===== config.mk =====
export PLATFORM = sky130hd
export DESIGN_NAME = rfc4175_video_packetizer_unit
export DESIGN_NICKNAME = d
export VERILOG_FILES = /design/src/hdl/vpk_pkg.sv /design/src/hdl/vpk_cfg_regs.sv /design/src/hdl/vpk_seg_step.sv /design/src/hdl/rfc4175_video_packetizer_unit.sv
export SDC_FILE = /design/constraint.sdc
export NUM_CORES = 1
export LEC_CHECK = 0
export BUFFER_PORTS_ARGS = -buffer_cell sky130_fd_sc_hd__buf_2
export CORE_UTILIZATION = 35
export CTS_CLUSTER_DIAMETER = 40
export CTS_CLUSTER_SIZE = 30
export DETAILED_ROUTE_END_ITERATION = 16
export GPL_TIMING_DRIVEN = 1
export PLACE_DENSITY = 0.55
export RECOVER_POWER = 100
export SLEW_MARGIN = 20
export SYNTH_ARGS = -nofsm -noshare
export SYNTH_HDL_FRONTEND = slang
export SYNTH_HIERARCHICAL = 1
export SYNTH_SLANG_ARGS = --single-unit

===== constraint.sdc =====
create_clock -name aclk -period 24.6 [get_ports aclk]
set_input_delay 3.69 -clock aclk [delete_from_list [all_inputs] [get_ports aclk]]
set_output_delay 3.69 -clock aclk [all_outputs]
set_load 0.01 [all_outputs]

===== src/hdl/vpk_pkg.sv =====
// Shared types, constants and register codes of the RFC 4175 video packetizer.
package vpk_pkg;

    localparam int MAX_WIDTH     = 4096;
    localparam int MAX_LINES     = 4096;
    localparam int MAX_SEGMENTS  = 3;
    localparam int PGROUP_BYTES  = 5;
    localparam int SEG_HDR_BYTES = 6;
    localparam int EXT_SEQ_BYTES = 2;
    localparam int MIN_WIDTH     = 512;
    localparam int MIN_PAYLOAD   = 64;
    localparam int MAX_PAYLOAD   = 1500;

    // Segment planning continues while more than a header plus one pgroup fits.
    localparam int MIN_LEFT = SEG_HDR_BYTES + PGROUP_BYTES;

    // Reciprocal of five, exact for all payload byte counts below 2048.
    localparam int RECIP5       = 6554;
    localparam int RECIP5_SHIFT = 15;

    localparam int APB_ADDR_W = 4;
    localparam int APB_DATA_W = 32;

    localparam logic [1:0] REG_FRAME_WIDTH   = 2'd0;
    localparam logic [1:0] REG_FRAME_HEIGHT  = 2'd1;
    localparam logic [1:0] REG_PAYLOAD_BYTES = 2'd2;

    localparam logic [12:0] WIDTH_RESET   = 13'd1920;
    localparam logic [12:0] HEIGHT_RESET  = 13'd1080;
    localparam logic [10:0] PAYLOAD_RESET = 11'd1448;

    localparam logic [1:0] KIND_PKT_HDR = 2'd0;
    localparam logic [1:0] KIND_SEG_HDR = 2'd1;
    localparam logic [1:0] KIND_PGROUP  = 2'd2;

    typedef enum logic [2:0] {
        ST_RUN,
        ST_START,
        ST_PLAN,
        ST_HDR,
        ST_SEG
    } state_t;

    // Saturated configuration as the datapath uses it.
    typedef struct packed {
        logic [12:0] width;
        logic [12:0] height;
        logic [10:0] payload;
    } cfg_t;

    typedef struct packed {
        logic [10:0] length;
        logic [11:0] line;
        logic [11:0] offset;
        logic        cont;
    } seg_t;

    // One planned segment and the planner state that follows it.
    typedef struct packed {
        seg_t        seg;
        logic [10:0] left;
        logic [12:0] line;
        logic [11:0] offset;
        logic [8:0]  pgroups;
    } step_t;

    typedef struct packed {
        logic [1:0]  kind;
        logic [15:0] seq_number;
        logic        marker;
        logic        frame_first;
        logic [10:0] seg_length;
        logic [11:0] seg_line;
        logic [11:0] seg_offset;
        logic        seg_continue;
        logic [39:0] pgroup_bits;
        logic        packet_last;
    } out_item_t;

endpackage


===== src/hdl/vpk_cfg_regs.sv =====
// APB register file with saturation of the frame and payload settings.
module vpk_cfg_regs (
    input  logic                             aclk,
    input  logic                             aresetn,
    input  logic                             psel,
    input  logic                             penable,
    input  logic                             pwrite,
    input  logic [vpk_pkg::APB_ADDR_W-1:0]   paddr,
    input  logic [vpk_pkg::APB_DATA_W-1:0]   pwdata,
    output logic [vpk_pkg::APB_DATA_W-1:0]   prdata,
    output logic                             pready,
    output vpk_pkg::cfg_t                    cfg
);

    logic [12:0] frame_width_reg;
    logic [12:0] frame_height_reg;
    logic [10:0] payload_bytes_reg;
    logic [1:0]  reg_index;
    logic        wr_en;
    logic [12:0] width_even;

    assign reg_index = paddr[3:2];
    assign pready    = 1'b1;
    assign wr_en     = psel && penable && pwrite && pready;

    always_ff @(posedge aclk) begin
        if (!aresetn) begin
            frame_width_reg   <= vpk_pkg::WIDTH_RESET;
            frame_height_reg  <= vpk_pkg::HEIGHT_RESET;
            payload_bytes_reg <= vpk_pkg::PAYLOAD_RESET;
        end else if (wr_en) begin
            unique case (reg_index)
                vpk_pkg::REG_FRAME_WIDTH:   frame_width_reg   <= pwdata[12:0];
                vpk_pkg::REG_FRAME_HEIGHT:  frame_height_reg  <= pwdata[12:0];
                vpk_pkg::REG_PAYLOAD_BYTES: payload_bytes_reg <= pwdata[10:0];
                default: ;
            endcase
        end
    end

    always_comb begin
        unique case (reg_index)
            vpk_pkg::REG_FRAME_WIDTH:   prdata = 32'(frame_width_reg);
            vpk_pkg::REG_FRAME_HEIGHT:  prdata = 32'(frame_height_reg);
            vpk_pkg::REG_PAYLOAD_BYTES: prdata = 32'(payload_bytes_reg);
            default:                    prdata = '0;
        endcase
    end

    // Drop the odd bit of the width, then saturate all three settings.
    assign width_even = {frame_width_reg[12:1], 1'b0};

    always_comb begin
        if (width_even < 13'(vpk_pkg::MIN_WIDTH)) begin
            cfg.width = 13'(vpk_pkg::MIN_WIDTH);
        end else if (width_even > 13'(vpk_pkg::MAX_WIDTH)) begin
            cfg.width = 13'(vpk_pkg::MAX_WIDTH);
        end else begin
            cfg.width = width_even;
        end

        if (frame_height_reg == 13'd0) begin
            cfg.height = 13'd1;
        end else if (frame_height_reg > 13'(vpk_pkg::MAX_LINES)) begin
            cfg.height = 13'(vpk_pkg::MAX_LINES);
        end else begin
            cfg.height = frame_height_reg;
        end

        if (payload_bytes_reg < 11'(vpk_pkg::MIN_PAYLOAD)) begin
            cfg.payload = 11'(vpk_pkg::MIN_PAYLOAD);
        end else if (payload_bytes_reg > 11'(vpk_pkg::MAX_PAYLOAD)) begin
            cfg.payload = 11'(vpk_pkg::MAX_PAYLOAD);
        end else begin
            cfg.payload = payload_bytes_reg;
        end
    end

endmodule


===== src/hdl/vpk_seg_step.sv =====
// One step of segment planning: size one segment against the remaining budget.
module vpk_seg_step (
    input  vpk_pkg::cfg_t  cfg,
    input  logic [10:0]    left,
    input  logic [12:0]    line,
    input  logic [11:0]    offset,
    input  logic [1:0]     seg_index,
    output vpk_pkg::step_t step
);

    logic [10:0] budget;
    logic [12:0] pixels_full;
    logic [14:0] bytes_x2;
    logic [13:0] len_full;
    logic        whole;
    logic [23:0] recip_prod;
    logic [8:0]  quot;
    logic [10:0] len_part;
    logic [10:0] length;

    assign budget      = left - 11'(vpk_pkg::SEG_HDR_BYTES);
    assign pixels_full = cfg.width - {1'b0, offset};
    // Pixels are even, so five halves of them is exact.
    assign bytes_x2    = {pixels_full, 2'b00} + 15'(pixels_full);
    assign len_full    = bytes_x2[14:1];
    assign whole       = 14'(budget) >= len_full;

    // Whole pgroups that fit: budget / 5 by reciprocal multiply.
    assign recip_prod = 24'(budget) * 24'(vpk_pkg::RECIP5);
    assign quot       = recip_prod[vpk_pkg::RECIP5_SHIFT +: 9];
    assign len_part   = {quot, 2'b00} + 11'(quot);

    assign length = whole ? len_full[10:0] : len_part;

    always_comb begin
        step.left         = budget - length;
        step.seg.length   = length;
        step.seg.line     = line[11:0];
        step.seg.offset   = offset;
        if (whole) begin
            step.line    = line + 13'd1;
            step.offset  = '0;
            step.pgroups = pixels_full[9:1];
        end else begin
            step.line    = line;
            step.offset  = offset + {2'b00, quot, 1'b0};
            step.pgroups = quot;
        end
        step.seg.cont = (step.left > 11'(vpk_pkg::MIN_LEFT))
                     && (step.line < cfg.height)
                     && (seg_index < 2'(vpk_pkg::MAX_SEGMENTS - 1));
    end

endmodule


===== src/hdl/rfc4175_video_packetizer_unit.sv =====
// Top level of the RFC 4175 4:2:2 10-bit packetizer: sequencer and output register.
//
//  channel | direction | words                                  | handshake
//  s_axis  | in        | one pixel pair (cb, luma0, cr, luma1)  | tvalid/tready
//  m_axis  | out       | packet header, segment header, pgroup  | tvalid/tready/tlast
//  apb     | in        | frame_width, frame_height, payload     | psel/penable, pready=1
//
// Inside a packet one pixel pair enters and one pgroup word leaves every cycle
// while m_tready is high. A pixel pair that opens a packet waits while the
// sequencer steps through, in order: a check that a packet must open, a
// normalization of the position, one plan step per segment (one to three) in the
// shared step unit, the packet header and one segment header per segment.
// Reset is synchronous; it returns the block to line 0, sequence 0, frame start.
// A stalled m_tready holds the output word; the input register still takes one word.
module rfc4175_video_packetizer_unit (
    input  logic                           aclk,
    input  logic                           aresetn,
    input  logic                           s_tvalid,
    output logic                           s_tready,
    input  logic [31:0]                    s_tdata,  // cb, luma0, cr, luma1
    output logic                           m_tvalid,
    input  logic                           m_tready,
    // seq_number, marker, frame_first, seg_length, seg_line, seg_offset,
    // seg_continue, pgroup_bits, zero fill
    output logic [95:0]                    m_tdata,
    output logic [1:0]                     m_tuser,  // item_kind
    output logic                           m_tlast,  // packet_last
    input  logic                           psel,
    input  logic                           penable,
    input  logic                           pwrite,
    input  logic [vpk_pkg::APB_ADDR_W-1:0] paddr,
    input  logic [vpk_pkg::APB_DATA_W-1:0] pwdata,
    output logic [vpk_pkg::APB_DATA_W-1:0] prdata,
    output logic                           pready
);

    vpk_pkg::cfg_t      cfg;
    vpk_pkg::step_t     step;
    vpk_pkg::state_t    state_reg, state_next;

    logic               hold_valid_reg, hold_valid_next;
    logic [39:0]        hold_bits_reg, hold_bits_next;
    logic [8:0]         pgroups_left_reg, pgroups_left_next;
    logic [15:0]        sequence_reg, sequence_next;
    logic               frame_start_reg, frame_start_next;
    logic [12:0]        plan_line_reg, plan_line_next;
    logic [11:0]        plan_offset_reg, plan_offset_next;
    logic [10:0]        left_reg, left_next;
    logic [8:0]         total_reg, total_next;
    logic [1:0]         nseg_reg, nseg_next;
    logic [1:0]         seg_idx_reg, seg_idx_next;
    vpk_pkg::seg_t      seg_reg [vpk_pkg::MAX_SEGMENTS];
    logic               seg_wr;
    logic               m_valid_reg, m_valid_next;
    vpk_pkg::out_item_t m_item_reg, m_item_next;

    logic               out_free;
    logic               out_load;
    logic               hold_take;
    logic               s_accept;
    logic [12:0]        norm_line;
    logic [11:0]        norm_offset;
    logic               norm_wrap;
    logic [8:0]         pgroups_dec;

    vpk_cfg_regs u_cfg (
        .aclk    (aclk),
        .aresetn (aresetn),
        .psel    (psel),
        .penable (penable),
        .pwrite  (pwrite),
        .paddr   (paddr),
        .pwdata  (pwdata),
        .prdata  (prdata),
        .pready  (pready),
        .cfg     (cfg)
    );

    vpk_seg_step u_step (
        .cfg       (cfg),
        .left      (left_reg),
        .line      (plan_line_reg),
        .offset    (plan_offset_reg),
        .seg_index (nseg_reg),
        .step      (step)
    );

    assign out_free  = !m_valid_reg || m_tready;
    assign hold_take = (state_reg == vpk_pkg::ST_RUN) && hold_valid_reg
                    && (pgroups_left_reg != 9'd0) && out_free;
    assign s_tready  = !hold_valid_reg || hold_take;
    assign s_accept  = s_tvalid && s_tready;
    assign pgroups_dec = pgroups_left_reg - 9'd1;

    // Close a line cut short by a width change, then wrap past the last line.
    always_comb begin
        norm_line   = plan_line_reg;
        norm_offset = plan_offset_reg;
        norm_wrap   = 1'b0;
        if ({1'b0, plan_offset_reg} >= cfg.width) begin
            norm_offset = '0;
            norm_line   = plan_line_reg + 13'd1;
        end
        if (norm_line >= cfg.height) begin
            norm_line   = '0;
            norm_offset = '0;
            norm_wrap   = 1'b1;
        end
    end

    always_comb begin
        state_next = state_reg;
        unique case (state_reg)
            vpk_pkg::ST_RUN: begin
                if (hold_valid_reg && (pgroups_left_reg == 9'd0)) begin
                    state_next = vpk_pkg::ST_START;
                end
            end
            vpk_pkg::ST_START: state_next = vpk_pkg::ST_PLAN;
            vpk_pkg::ST_PLAN: begin
                if (!step.seg.cont) begin
                    state_next = vpk_pkg::ST_HDR;
                end
            end
            vpk_pkg::ST_HDR: begin
                if (out_free) begin
                    state_next = vpk_pkg::ST_SEG;
                end
            end
            vpk_pkg::ST_SEG: begin
                if (out_free && (seg_idx_reg + 2'd1 == nseg_reg)) begin
                    state_next = vpk_pkg::ST_RUN;
                end
            end
            default: state_next = vpk_pkg::ST_RUN;
        endcase
    end

    always_comb begin
        hold_valid_next   = hold_valid_reg;
        hold_bits_next    = hold_bits_reg;
        pgroups_left_next = pgroups_left_reg;
        sequence_next     = sequence_reg;
        frame_start_next  = frame_start_reg;
        plan_line_next    = plan_line_reg;
        plan_offset_next  = plan_offset_reg;
        left_next         = left_reg;
        total_next        = total_reg;
        nseg_next         = nseg_reg;
        seg_idx_next      = seg_idx_reg;
        seg_wr            = 1'b0;
        out_load          = 1'b0;
        m_item_next       = m_item_reg;

        if (hold_take) begin
            hold_valid_next = 1'b0;
        end
        if (s_accept) begin
            hold_valid_next = 1'b1;
            hold_bits_next  = {s_tdata[7:0], 2'b00, s_tdata[15:8], 2'b00,
                               s_tdata[23:16], 2'b00, s_tdata[31:24], 2'b00};
        end

        unique case (state_reg)
            vpk_pkg::ST_RUN: begin
                if (hold_take) begin
                    out_load                = 1'b1;
                    m_item_next             = '0;
                    m_item_next.kind        = vpk_pkg::KIND_PGROUP;
                    m_item_next.pgroup_bits = hold_bits_reg;
                    m_item_next.packet_last = (pgroups_dec == 9'd0);
                    pgroups_left_next       = pgroups_dec;
                end
            end
            vpk_pkg::ST_START: begin
                plan_line_next   = norm_line;
                plan_offset_next = norm_offset;
                if (norm_wrap) begin
                    frame_start_next = 1'b1;
                end
                left_next  = cfg.payload - 11'(vpk_pkg::EXT_SEQ_BYTES);
                total_next = '0;
                nseg_next  = '0;
            end
            vpk_pkg::ST_PLAN: begin
                seg_wr           = 1'b1;
                left_next        = step.left;
                plan_line_next   = step.line;
                plan_offset_next = step.offset;
                total_next       = total_reg + step.pgroups;
                nseg_next        = nseg_reg + 2'd1;
            end
            vpk_pkg::ST_HDR: begin
                if (out_free) begin
                    out_load                = 1'b1;
                    m_item_next             = '0;
                    m_item_next.kind        = vpk_pkg::KIND_PKT_HDR;
                    m_item_next.seq_number  = sequence_reg + 16'd1;
                    m_item_next.marker      = (plan_line_reg >= cfg.height);
                    m_item_next.frame_first = frame_start_reg;
                    sequence_next           = sequence_reg + 16'd1;
                    frame_start_next        = 1'b0;
                    pgroups_left_next       = total_reg;
                    seg_idx_next            = '0;
                end
            end
            vpk_pkg::ST_SEG: begin
                if (out_free) begin
                    out_load                 = 1'b1;
                    m_item_next              = '0;
                    m_item_next.kind         = vpk_pkg::KIND_SEG_HDR;
                    m_item_next.seg_length   = seg_reg[seg_idx_reg].length;
                    m_item_next.seg_line     = seg_reg[seg_idx_reg].line;
                    m_item_next.seg_offset   = seg_reg[seg_idx_reg].offset;
                    m_item_next.seg_continue = seg_reg[seg_idx_reg].cont;
                    seg_idx_next             = seg_idx_reg + 2'd1;
                end
            end
            default: ;
        endcase

        if (out_load) begin
            m_valid_next = 1'b1;
        end else if (m_tready) begin
            m_valid_next = 1'b0;
        end else begin
            m_valid_next = m_valid_reg;
        end
    end

    always_ff @(posedge aclk) begin
        if (!aresetn) begin
            state_reg        <= vpk_pkg::ST_RUN;
            hold_valid_reg   <= 1'b0;
            pgroups_left_reg <= '0;
            sequence_reg     <= '0;
            frame_start_reg  <= 1'b1;
            plan_line_reg    <= '0;
            plan_offset_reg  <= '0;
            nseg_reg         <= '0;
            seg_idx_reg      <= '0;
            m_valid_reg      <= 1'b0;
        end else begin
            state_reg        <= state_next;
            hold_valid_reg   <= hold_valid_next;
            pgroups_left_reg <= pgroups_left_next;
            sequence_reg     <= sequence_next;
            frame_start_reg  <= frame_start_next;
            plan_line_reg    <= plan_line_next;
            plan_offset_reg  <= plan_offset_next;
            nseg_reg         <= nseg_next;
            seg_idx_reg      <= seg_idx_next;
            m_valid_reg      <= m_valid_next;
        end
    end

    always_ff @(posedge aclk) begin
        hold_bits_reg <= hold_bits_next;
        left_reg      <= left_next;
        total_reg     <= total_next;
        m_item_reg    <= m_item_next;
        if (seg_wr) begin
            seg_reg[nseg_reg] <= step.seg;
        end
    end

    assign m_tvalid = m_valid_reg;
    assign m_tuser  = m_item_reg.kind;
    assign m_tlast  = m_item_reg.packet_last;
    assign m_tdata  = {2'b00, m_item_reg.pgroup_bits, m_item_reg.seg_continue,
                       m_item_reg.seg_offset, m_item_reg.seg_line,
                       m_item_reg.seg_length, m_item_reg.frame_first,
                       m_item_reg.marker, m_item_reg.seq_number};

endmodule


Word level (Yosys, flattened, before mapping)
Memories as Yosys holds them, arrays and structs flattened. A register that Yosys moved wholly into a read port is not among the register bits.
Cells that the tools add are included.
{"block": "classes", "magnitude_cmp": 12, "n_reduce_logical": 38, "muxes": 49, "eq_ne": 15, "n_mul": 1, "addsub": 13}
{"op": "97-bit two-way mux", "n": 3}
{"op": "97-bit one-hot mux with 3 select lines", "n": 1}
{"op": "13-bit two-way mux", "n": 6}
{"op": "13-bit one-hot mux with 3 select lines", "n": 1}
{"op": "9-bit one-hot mux with 2 select lines", "n": 2}
{"op": "34-bit two-way mux", "n": 1}
{"op": "11-bit two-way mux", "n": 3}
{"op": "13-bit >= comparator", "n": 2}
{"op": "13-bit > comparator, second input constant", "n": 2}
{"op": "13-bit one-hot mux with 2 select lines", "n": 1}
{"op": "12-bit two-way mux", "n": 2}
{"op": "12-bit one-hot mux with 2 select lines", "n": 1}
{"op": "11-bit by 12-bit multiplier with 23-bit output, second input constant", "n": 1}
{"op": "11-bit one-hot mux with 2 select lines", "n": 1}
{"op": "9-bit zero test", "n": 2}
{"op": "9-bit two-way mux", "n": 2}
{"op": "16-bit by 1-bit adder with 16-bit output, second input constant", "n": 1}
{"op": "15-bit by 13-bit adder with 15-bit output", "n": 1}
{"op": "3-bit one-hot mux with 5 select lines", "n": 1}
{"op": "11-bit by 14-bit >= comparator with 1-bit output", "n": 1}
{"op": "13-bit by 1-bit adder with 13-bit output, second input constant", "n": 1}
{"op": "12-bit by 13-bit >= comparator with 1-bit output", "n": 1}
{"op": "13-bit zero test", "n": 1}
{"op": "13-bit by 10-bit less-than comparator with 1-bit output, second input constant", "n": 1}
{"op": "40 further kinds", "n": 89}
{"block": "totals", "n_memories": 1, "ram_bits": 108, "word_cells": 155, "inputBits": 75, "reg_bits": 246, "out_inout_bits": 134}
{"memory": "seg_reg", "depth": 3, "width": 36, "rd": 1, "rd_clocked_by_memory_dff": 1, "wr": 1, "line_no": "rfc4175_video_packetizer_unit.sv:52", "source": "vpk_pkg::seg_t seg_reg [vpk_pkg::MAX_SEGMENTS];"}

Logic depth before layout (Yosys ltp)
{"block": "depth", "word_depth": 13, "mapped_depth": 45, "mapped_depth_nobuf": 41}

Cells and area by module
The synthesis kept the hierarchy.
{"mod": "rfc4175_video_packetizer_unit", "cells_per_inst": 1112, "n_inst": 1, "area_each_um2": 13610.6, "seq_area_each_um2": 8718.4}
{"mod": "vpk_seg_step", "cells_per_inst": 822, "n_inst": 1, "area_each_um2": 6376.1, "seq_area_each_um2": 0.0}
{"mod": "vpk_cfg_regs", "cells_per_inst": 264, "n_inst": 1, "area_each_um2": 2232.1, "seq_area_each_um2": 740.7}

Least setup slack after synthesis
No wires, ideal clock.
{"block": "synth_path", "kind": "reg2reg", "startpoint": "reg left_reg[3]", "endpoint": "reg state_reg[0]", "path_buffers": 2, "path_slack_ps": 15450, "period_less_slack_ps": 9150, "setup_time_ps": 128, "arrival_ps": 9022, "t_required_ps": 24472, "path_stages_with_launch": 40, "cell_sequence": "edfxtp_1 or3_1 or3_1 a21o_1 nor3_1 xor2_1 ha_1 inv_1 fa_1 inv_1 fa_1 fa_1 fa_1 inv_1 ha_1 buf_6 a21o_1 a311o_1 (+4 left out) fa_1 nand2_1 o21ai_0 inv_1 ha_1 and2_1 o21ai_0 nand2b_1 a21oi_1 o21ai_0 a221o_1 nor2b_4 mux2i_1 nor2_1 a41oi_2 o21ai_0 a22oi_1 nor2_1"}
{"element": "from (decl)", "line_no": "rfc4175_video_packetizer_unit.sv:48", "source": "logic [10:0] left_reg, left_next;"}
{"element": "from (signal assigned)", "line_no": "rfc4175_video_packetizer_unit.sv:259", "source": "left_reg <= left_next;"}
{"element": "to (signal assigned)", "line_no": "rfc4175_video_packetizer_unit.sv:233", "source": "state_reg <= vpk_pkg::ST_RUN;"}
{"element": "to (signal assigned)", "line_no": "rfc4175_video_packetizer_unit.sv:244", "source": "state_reg <= state_next;"}
{"element": "to (decl)", "line_no": "rfc4175_video_packetizer_unit.sv:39", "source": "vpk_pkg::state_t state_reg, state_next;"}

==> impl_metrics.env <==
export IMPL_via_per_inst=5.00
export IMPL_finalHoldViolCount=0
export IMPL_num_fill_cells=6151
export IMPL_drtAntennaViolNets=0
export IMPL_grt_usage=0.167
export IMPL_rsz0062_at_grt="false"
export IMPL_postLayoutCellArea_sq_um=25200
export IMPL_hold_ws_ns=0.470
export IMPL_slew_headroom=-1.28
export IMPL_synth_cell_type_count=111
export IMPL_core_sq_um=62200
export IMPL_port_buffers=157
export IMPL_initial_core_util=0.357
export IMPL_finClkSkew_ns=0.0325
export IMPL_fin_tns_setup_ns=0
export IMPL_critPathSlowestCell="a41oi_1"
export IMPL_required_ns=25.04
export IMPL_nets=2618
export IMPL_max_cap_violations=10
export IMPL_setup_violations=0
export IMPL_grt_start_max_net_pins=73
export IMPL_cts_made_buffers=53
export IMPL_synth_warnings=6
export IMPL_synth_area_per_cell_sq_um=10.1
export IMPL_diodes=0
export IMPL_ys_seq_area_frac=0.426
export IMPL_dp_hpwl_microns=39500
export IMPL_crit_path_start_kind="flip-flop"
export IMPL_htreeDepth=2
export IMPL_hold_buffers=0
export IMPL_netlist_instances=2198
export IMPL_area_growth_synth_to_final_pct=13.2
export IMPL_criticalPathCategory="flip-flop to flip-flop"
export IMPL_grt_pass1_vias=15977
export IMPL_finalCritPeriodShare=0.454
export IMPL_clock_latency_ns=0.60
export IMPL_cp_arrival_ns=11.62
export IMPL_die_x_microns=254
export IMPL_drtPass1Iterations=5
export IMPL_max_stage_delay_ns=0.90
export IMPL_grt_overflow_total=0
export IMPL_syn_area_sq_um=22200
export IMPL_synth_edff_count=249
export IMPL_io_pins=209
export IMPL_synth_common_cells="edfxtp_1, nor2_1, ha_1"
export IMPL_largest_register_ffs=108
export IMPL_path_max_fanout=12
export IMPL_timing_fmax_mhz=89.5
export IMPL_clockBufferDepth=3
export IMPL_placed_area_sq_um=23500
export IMPL_die_y_microns=254
export IMPL_r2r_setup_slack_ns=13.42
export IMPL_vias=15989
export IMPL_antenna_found_initial=0
export IMPL_wire_per_inst_microns=16.9
export IMPL_cts_root_buffer="clkbuf_16"
export IMPL_clk_pin_slew_ns=0.05
export IMPL_maxSlewViolCount=485
export IMPL_fin_crit_ns=11.18
export IMPL_yosys_area_top_type_share=0.337
export IMPL_yosys_area_top_type="edfxtp_1"
export IMPL_worstSetupEndpointType="flip-flop"
export IMPL_grt_first_pass_wirelength_microns=85900
export IMPL_post_cts_resized=0
export IMPL_yosys_register_bits=348
export IMPL_ys_top_cells_by_area="edfxtp_1, ha_1, dfxtp_1, mux2i_1, nor2_1"
export IMPL_finalWirelength_microns=54200
export IMPL_fp_dieArea_sq_um=64500
export IMPL_drive_gt1_frac=0.0871
export IMPL_drc_errors=0
export IMPL_gp_congestion=0.864
export IMPL_tritoncts="done"
export IMPL_rows=91
export IMPL_async_flop_share=0
export IMPL_yosysMostFrequentCell="edfxtp_1"
export IMPL_outcome="finished with violations"
export IMPL_ys_flop_type="edfxtp_1"
export IMPL_violations="max-capacitance violations, max-slew violations"
export IMPL_hp_class="flip-flop to flip-flop"
export IMPL_final_core_util=0.405
export IMPL_drtIter0Drc=924
export IMPL_cts_setup_buffers=0
export IMPL_worst_pin_slew_ns=3.42
export IMPL_clock_sinks=348
worst paths after layout:
path / from / end / cells past startpoint
setup / recovery: left_reg[3]$_DFFE_PN_ / state_reg[0]$_SDFFE_PN0P_ / 35
hold / removal: u_cfg/frame_width_reg[0]$_SDFFE_PN0P_ / u_cfg/frame_width_reg[0]$_SDFFE_PN0P_ / 2
setup reg to reg: left_reg[3]$_DFFE_PN_ / state_reg[0]$_SDFFE_PN0P_ / 35
hold reg to reg: u_cfg/frame_width_reg[0]$_SDFFE_PN0P_ / u_cfg/frame_width_reg[0]$_SDFFE_PN0P_ / 2
final cells by class:
class                           count  area [sq um]  share of cell area
Clock buffer                       68          1520              0.0603
Clock inverter                     31           352              0.0140
Inverter                          175           657              0.0261
Multi-Input combinational cell   1568         11400               0.452
Sequential cell                   348          9460               0.376
Tap cell                          837          1050              0.0416
Timing Repair Buffer              174           746              0.0296
critical path, delay by kind of cell (launching register included):
| family | cells | cell delay (ns) |
|---|---|---|
| buf+inv | 4 | 0.68 |
| mux | 1 | 0.08 |
| simple gates | 8 | 1.95 |
| fa+ha+maj | 8 | 3.62 |
| xor+xnor | 2 | 0.29 |
| flops | 1 | 0.43 |
| compound gates | 12 | 3.99 |
cells in the final DEF (no fill, tap or decap), types with 67 or more instances in the layout:
cell,Yosys,layout
nand2_1,178,176
nor2_1,202,201
a21oi_1,140,140
ha_1,186,186
edfxtp_1,249,249
xnor2_1,68,67
o21ai_0,92,92
inv_1,173,173
mux2i_1,90,90
clkbuf_1,55,120
dfxtp_1,99,97
metrics by stage:
stage          worst slack [ns]  instances
2_1_floorplan             15.45       2226
3_3_place_gp              14.32       3102
3_5_place_dp              14.26       3102
4_1_cts                   14.23       3201
5_1_grt                   12.76       3201
6_report                  13.42       3201
logic make-up (layout without fill, tap and decap cells):
kind of cell               Yosys count  in the layout  synth area share
AOI/OAI and AO/OA                  410            410             0.121
xor gates and xnor gates           121            121            0.0492
adders and majority gates          231            231             0.142
buffers and inverters              310            448            0.0654
DFF                                348            348             0.426
muxes                               92             92            0.0416
other                                3             31          0.000507
and+or+nand+nor                    683            683             0.155
metal layers:
metal	vias to the layer above	global-route usage	routed length, microns
met5	-	0	0
met1	7641	0.240	26600
met2	332	0.265	24600
li1	7961	-	-
met4	0	0.0401	817
met3	55	0.0209	2140
Power is not shown: default switching activity piles up to over one toggle a cycle in this logic, so the estimate is an artifact.
